--- src/rtl/rtpp_pkg.sv ---
// Package for the port rule text parser.
// Holds parse state and result types, character codes and the protocol words.
// No dependencies.
package rtpp_pkg;

   typedef enum logic [1:0] {
      PH_PROTO,
      PH_LOW,
      PH_HIGH,
      PH_ENDED
   } phase_type;

   typedef struct packed {
      phase_type   phase;
      logic [2:0]  proto_length;
      logic        tcp_match;
      logic        udp_match;
      logic [15:0] port_acc;
      logic [15:0] low_port;
      logic        digit_seen;
      logic        error_seen;
   } parse_state_type;

   typedef struct packed {
      logic        ok;
      logic        protocol;
      logic [15:0] low;
      logic [15:0] high;
   } rule_result_type;

   localparam logic [7:0] CHAR_NUL     = 8'h00;
   localparam logic [7:0] CHAR_DASH    = 8'h2D;
   localparam logic [7:0] CHAR_SLASH   = 8'h2F;
   localparam logic [7:0] CHAR_ZERO    = 8'h30;
   localparam logic [7:0] CHAR_NINE    = 8'h39;
   localparam logic [7:0] CHAR_UPPER_A = 8'h41;
   localparam logic [7:0] CHAR_UPPER_Z = 8'h5A;
   localparam logic [7:0] CASE_BIT     = 8'h20;

   localparam logic [2:0] PROTO_WORD_LEN = 3'd3;
   localparam logic [2:0] PROTO_LEN_SAT  = 3'd4;

   localparam logic [7:0] TCP_WORD [3] = '{"t", "c", "p"};
   localparam logic [7:0] UDP_WORD [3] = '{"u", "d", "p"};

   localparam parse_state_type STATE_RESET = '{
      phase:        PH_PROTO,
      proto_length: 3'd0,
      tcp_match:    1'b1,
      udp_match:    1'b1,
      port_acc:     16'd0,
      low_port:     16'd0,
      digit_seen:   1'b0,
      error_seen:   1'b0
   };

endpackage

--- src/rtl/rtpp_parse_step.sv ---
// Combinational step of the port rule text parser: one byte against the state.
// Gives the next parse state and, for a final byte, the rule result.
// Depends on rtpp_pkg.
module rtpp_parse_step
   import rtpp_pkg::*;
(
   input  parse_state_type state_cur,
   input  logic [7:0]      text_byte,
   input  logic            is_final,
   output parse_state_type state_next,
   output rule_result_type result
);

   function automatic logic field_good(input parse_state_type s);
      return s.digit_seen && (s.port_acc != 16'd0);
   endfunction

   // Close the text: check the open field and move to the ended phase.
   function automatic parse_state_type close_text(input parse_state_type s);
      parse_state_type t;
      t = s;
      if (t.phase != PH_ENDED) begin
         if (!t.error_seen) begin
            if (t.phase == PH_PROTO) begin
               t.error_seen = 1'b1;
            end else if (!field_good(t)) begin
               t.error_seen = 1'b1;
            end else if (t.phase == PH_LOW) begin
               t.low_port = t.port_acc;
            end else if (t.port_acc < t.low_port) begin
               t.error_seen = 1'b1;
            end
         end
         t.phase = PH_ENDED;
      end
      return t;
   endfunction

   parse_state_type s;
   parse_state_type c;
   logic            is_digit;
   logic [7:0]      lower;
   logic [19:0]     product;
   logic [1:0]      pos;

   always_comb begin
      s        = state_cur;
      is_digit = (text_byte >= CHAR_ZERO) && (text_byte <= CHAR_NINE);
      lower    = ((text_byte >= CHAR_UPPER_A) && (text_byte <= CHAR_UPPER_Z))
                 ? (text_byte | CASE_BIT) : text_byte;
      // times ten as two shifts and an add; the digit value is the low nibble
      product  = ({4'd0, s.port_acc} << 3) + ({4'd0, s.port_acc} << 1)
                 + {16'd0, text_byte[3:0]};
      pos      = s.proto_length[1:0];

      if (s.phase != PH_ENDED) begin
         if (text_byte == CHAR_NUL) begin
            s = close_text(s);
         end else if (!s.error_seen) begin
            if (s.phase == PH_PROTO) begin
               if (text_byte == CHAR_SLASH) begin
                  if ((s.proto_length != PROTO_WORD_LEN) || !(s.tcp_match || s.udp_match)) begin
                     s.error_seen = 1'b1;
                  end
                  s.phase      = PH_LOW;
                  s.port_acc   = 16'd0;
                  s.digit_seen = 1'b0;
               end else begin
                  if (s.proto_length < PROTO_WORD_LEN) begin
                     if (lower != TCP_WORD[pos]) begin
                        s.tcp_match = 1'b0;
                     end
                     if (lower != UDP_WORD[pos]) begin
                        s.udp_match = 1'b0;
                     end
                  end
                  if (s.proto_length < PROTO_LEN_SAT) begin
                     s.proto_length = s.proto_length + 3'd1;
                  end
               end
            end else if (is_digit) begin
               s.digit_seen = 1'b1;
               if (product[19:16] != 4'd0) begin
                  s.error_seen = 1'b1;
                  s.port_acc   = 16'd0;
               end else begin
                  s.port_acc = product[15:0];
               end
            end else if ((text_byte == CHAR_DASH) && (s.phase == PH_LOW) && field_good(s)) begin
               s.low_port   = s.port_acc;
               s.port_acc   = 16'd0;
               s.digit_seen = 1'b0;
               s.phase      = PH_HIGH;
            end else begin
               s.error_seen = 1'b1;
            end
         end
      end

      c = close_text(s);
      if (c.error_seen) begin
         result = '0;
      end else begin
         result.ok       = 1'b1;
         result.protocol = c.udp_match && !c.tcp_match;
         result.low      = c.low_port;
         result.high     = c.port_acc;
      end

      state_next = is_final ? STATE_RESET : s;
   end

endmodule

--- src/rtl/port_rule_text_parser_top.sv ---
// Top level of the port rule text parser.
// Input register, parse state register and result register around rtpp_parse_step.
// Depends on rtpp_pkg and rtpp_parse_step.
//
// Usage
//   The req_ channel carries the rule text ("tcp/80", "UDP/1000-2000"), one byte per
//   transfer, with req_is_final marking its last byte. A transfer completes on a rising
//   edge with valid high and stall low.
//   The rsp_ channel returns one transfer per final byte: rule_ok, the protocol
//   (0 tcp, 1 udp) and the low and high port; all zero when the text is not a valid rule.
//   Result path: the final byte passes through the input register, then the step result is
//   captured in the result register, which raises rsp_valid.
//   Throughput: one byte per cycle while req_stall is low; the per-byte work is one step of
//   multiply-by-ten, compares and the protocol letter match.
//   Reset (synchronous, active high) empties both registers and returns the parser to
//   the protocol field; after each final byte the parser returns there on its own.
//   Stall: while a result waits under rsp_stall, non-final bytes still flow; a further
//   final byte holds in the input register and req_stall rises until the result goes.
module port_rule_text_parser_top
   import rtpp_pkg::*;
(
   input  logic        clock,
   input  logic        reset,
   input  logic        req_valid,
   output logic        req_stall,
   input  logic [7:0]  req_text_byte,
   input  logic        req_is_final,
   output logic        rsp_valid,
   input  logic        rsp_stall,
   output logic        rsp_rule_ok,
   output logic        rsp_rule_protocol,
   output logic [15:0] rsp_rule_low,
   output logic [15:0] rsp_rule_high
);

   // input register
   logic            in_valid_ff;
   logic            in_valid_in;
   logic [7:0]      in_byte_ff;
   logic            in_final_ff;

   // parse state
   parse_state_type parse_state_ff;
   parse_state_type parse_state_in;

   // result register
   logic            out_valid_ff;
   logic            out_valid_in;
   rule_result_type out_result_ff;
   rule_result_type step_result;

   logic            advance;
   logic            take_req;

   rtpp_parse_step u_step (
      .state_cur  (parse_state_ff),
      .text_byte  (in_byte_ff),
      .is_final   (in_final_ff),
      .state_next (parse_state_in),
      .result     (step_result)
   );

   // A held byte moves on unless it is final and the result register is still full and stalled.
   assign advance   = in_valid_ff && (!in_final_ff || !out_valid_ff || !rsp_stall);
   assign req_stall = in_valid_ff && !advance;
   assign take_req  = req_valid && !req_stall;

   always_comb begin
      in_valid_in = in_valid_ff;
      if (!req_stall) begin
         in_valid_in = req_valid;
      end
      out_valid_in = out_valid_ff && rsp_stall;
      if (advance && in_final_ff) begin
         out_valid_in = 1'b1;
      end
   end

   always_ff @(posedge clock) begin
      if (reset) begin
         in_valid_ff    <= 1'b0;
         out_valid_ff   <= 1'b0;
         parse_state_ff <= STATE_RESET;
      end else begin
         in_valid_ff  <= in_valid_in;
         out_valid_ff <= out_valid_in;
         // advance the parse state one byte per transfer
         if (advance) begin
            parse_state_ff <= parse_state_in;
         end
      end
   end

   // Payload registers: capture on transfer, hold otherwise.
   always_ff @(posedge clock) begin
      if (take_req) begin
         in_byte_ff  <= req_text_byte;
         in_final_ff <= req_is_final;
      end
      if (advance && in_final_ff) begin
         out_result_ff <= step_result;
      end
   end

   assign rsp_valid         = out_valid_ff;
   assign rsp_rule_ok       = out_result_ff.ok;
   assign rsp_rule_protocol = out_result_ff.protocol;
   assign rsp_rule_low      = out_result_ff.low;
   assign rsp_rule_high     = out_result_ff.high;

endmodule

--- config.mk ---
export PLATFORM = sky130hd
export DESIGN_NAME = port_rule_text_parser_top
export DESIGN_NICKNAME = d
export VERILOG_FILES = /design/src/rtl/rtpp_pkg.sv /design/src/rtl/rtpp_parse_step.sv /design/src/rtl/port_rule_text_parser_top.sv
export SDC_FILE = /design/constraint.sdc
export NUM_CORES = 1
export LEC_CHECK = 0
export BUFFER_PORTS_ARGS = -buffer_cell sky130_fd_sc_hd__buf_2
export CORE_MARGIN = 4
export CORE_UTILIZATION = 55
export CTS_CLUSTER_SIZE = 20
export DETAILED_ROUTE_END_ITERATION = 10
export PLACE_DENSITY = 0.76
export SLEW_MARGIN = 20
export SYNTH_ARGS = -nofsm -noshare
export SYNTH_HDL_FRONTEND = slang
export SYNTH_SLANG_ARGS = --single-unit
--- constraint.sdc ---
create_clock -name clock -period 5.3 [get_ports clock]
set_input_delay 0.53 -clock clock [delete_from_list [all_inputs] [get_ports clock]]
set_output_delay 0.53 -clock clock [all_outputs]
set_load 0.1 [all_outputs]
==> reports/metrics.cfg <==
[critical_path]
rr_worst_depth=25
crit_path_frequent_cell=nor2_2
crit_required_ps=5400
r2r-start=in_byte_ff[2]
cp_num_buf_inv=3
r2r_slack_ps=-120
slowest_stage=a2111o_1
rr_endpoint=rsp_rule_protocol
cp-end-kind=register
crit_type=register to register
cp_slowest_stage_delay_ps=460
worst-path-stages=25
worstPathArrival_ps=5530
start_kind=register
startpoint=in_byte_ff[2]
path_max_fanout=7
crit_family=compound AO/OA/AOI/OAI gates
cp-endpoint=rsp_rule_protocol

[global_routing]
grt_use_total=0.275
grt_max_degree=40
grt_pass1_wl_um=28500
first_global_vias=5599
overflow=0
antenna_found_initial=0

[placement]
port-buffer-count=48
placed_cell_area_um2=6940
placedCellCount=895
dp_slack_ps=-144
hpwl_um=13400
gp_congestion=1.03

[synthesis]
syn_inst=679
ys_seq_elements=86
syn-cell-area_um2=6210
synthFlopType=edfxtp_1
syn_area_per_cell_um2=9.14
yosysTopAreaCellShare=0.208
ys_types=76
synth.most_common_cell=nor2_1
ys_top_cells_by_area=edfxtp_1 21%, dfxtp_1 14%, ha_1 13%
async_flop_share=0
synth_largest_area_cell=edfxtp_1
yosysSeqAreaShare=0.347
yosys-top-cells-count=79 x nor2_1, 66 x ha_1, 49 x a21oi_1
syn_nets=760
ys_warn_count=0
synth-edff-count=43

[route]
drt_iter0_markers=785
via_count=5991
drc=0
dr.pass1.iters=5
wl_per_cell_um=20.1
drt_wl_total_um=18700
vias_per_cell=6.44
detail-route-antenna-nets=0

[run_status]
status=complete, but fails checks
violations=setup timing

[sta]
clock.fmax_mhz=184
max_slew_margin=0.293
final-setup-viol-count=29
fin_crit_sh=1.02
drv_slew=0
skew_ps=7.48
hold_viol=0
rsz0062_at_grt=yes
tns_ps=-1580
worst_pin_slew_ps=1060
setup_ws_ps=-125
min_period_ps=5420

[floorplan]
io_pins=49
rows=38
core-area_um2=10900
fp.dieW_um=114
dieArea_um2=13000
start_util=0.568
dieHeight_um=114

[cts]
clock_path_buffers=2
cts_tree=yes
cts_hold_buf=0
numCtsBuffers=9
clk-insertion-delay-late_ps=340
path_clk_slew_ps=60
cts_max_level=3
clock-root-buffer=clkbuf_16
cts.sinks=86

[job]
maxCapViolations=0

[cells_and_area]
fin_util=0.703
layout.nets=867
antennaDiodeCount=0
fill_cells=792
fin_cells=931
drive_gt1_frac=0.290
final_cell_area_um2=7680
area_growth_pct=23.8

[power_and_ir_drop]
vdd_drop_max_v=0.000273
p_leak_nw=3.15
power_density_nw_per_um2=201

[hold_path]
worstHoldPathType=input port to register

## stage by stage
step / hold slack [ps] / power, mW
final: 361 / 1.55
after global routing: 356 / 1.58
after CTS: 361 / 1.54
after detailed placement: 491 / 0.823
after global placement: 473 / 0.820
after floorplan: 452 / 0.799
## worst min path at each step
stage,from,to,slack (ps),depth (start not counted)
finish,req_text_byte[7],in_byte_ff[7],360,1
global route,req_text_byte[0],in_byte_ff[0],360,1
CTS,req_text_byte[7],in_byte_ff[7],360,1
detailed placement,parse_state_ff[35],parse_state_ff[35],490,2
global placement,parse_state_ff[34],parse_state_ff[34],470,1
floorplan,parse_state_ff[35],parse_state_ff[35],450,2
## where the power goes
| part | leakage [nW] | switching (mW) | internal, mW | total (mW) |
|---|---|---|---|---|
| Combinational | 2.21 | 0.0754 | 0.0222 | 0.0976 |
| Sequential | 0.777 | 0.00820 | 0.707 | 0.715 |
| Clock | 0.164 | 0.270 | 0.464 | 0.734 |
## routing by layer
| metal | GRT usage | vias to the layer above | share of wire |
|---|---|---|---|
| met5 | 0 | - | 0 |
| met4 | 0.0831 | 0 | 0.028 |
| met3 | 0.0523 | 60 | 0.092 |
| met2 | 0.458 | 355 | 0.47 |
| met1 | 0.364 | 2814 | 0.41 |
| li1 | - | 2762 | - |
## cell families after synthesis
logic type,count (synthesis),share of synthesized area
mux,16,0.0260
buf+inv,67,0.0468
simple gates,219,0.179
flops,86,0.347
fa+ha+maj,68,0.139
compound gates,210,0.244
xor+xnor,13,0.0183
## cells in the final DEF, fill, tap and decap left out, types with 6 or more instances in the layout
| cell | instances |
|---|---|
| o21ai_1 | 10 |
| o21ai_0 | 22 |
| nor2_1 | 72 |
| o21ai_2 | 6 |
| nand2_1 | 45 |
| nand3_1 | 14 |
| buf_6 | 8 |
| and2_4 | 12 |
| a21oi_1 | 44 |
| xor2_1 | 6 |
| a21oi_2 | 6 |
| a21o_1 | 8 |
| nor2_2 | 7 |
| o21a_1 | 7 |
| mux2i_1 | 15 |
| a211oi_1 | 21 |
| a211oi_2 | 12 |
| clkbuf_16 | 9 |
| edfxtp_1 | 43 |
| ha_1 | 63 |
| buf_2 | 48 |
| a31oi_1 | 7 |
| buf_4 | 70 |
| a22oi_1 | 18 |
| inv_1 | 32 |
| nand4_1 | 11 |
| and3_1 | 6 |
| xnor2_1 | 7 |
| dfxtp_1 | 38 |
## state kept, by name, indices dropped and copies added, names as in the netlist
register           count
in_byte_ff             8
rsp_rule_protocol      1
parse_state_ff        41
rsp_rule_high         16
in_valid_ff            1
rsp_rule_low          16
in_final_ff            1
rsp_rule_ok            1
rsp_valid              1
## worst register-to-register path, cell delays in order, from the launching register on
cell and delay [ps]:
edfxtp_1 430, ha_1 300, ha_2 190, inv_2 40, fa_2 390, nand2b_4 170, a211oi_4 280, nor2_2 80
o21ai_2 200, nand3b_4 120, buf_6 130, a2111o_1 460, nor2_2 150, a22o_1 220, ha_4 230, a21oi_2 130
a21boi_1 70, o21a_1 170, o21ai_1 150, nand2_1 90, nor3_2 270, a211oi_2 110, a21boi_4 160, o311ai_4 140
clkinvlp_4 270, and3_4 230
## final cells by class
type	instances	area, um^2	area share
multi-input cells	526	4010	0.521
flip-flops and latches	86	2160	0.281
repair buffers	126	856	0.111
clock buffers	11	233	0.0303
well taps	140	175	0.0228
inverters	36	143	0.0186
clock inverters	5	108	0.0140
repair inverters	1	7.51	0.000977
## what timing repair did
item | CTS | global route
cloned | 1 | 0
endpoints found under the setup margin | 26 | 33
pin swaps | 12 | 45
gates resized for setup | 13 | 54
buffers inserted | 6 | 13
No activity file was read; power rests on OpenSTA's default activity.
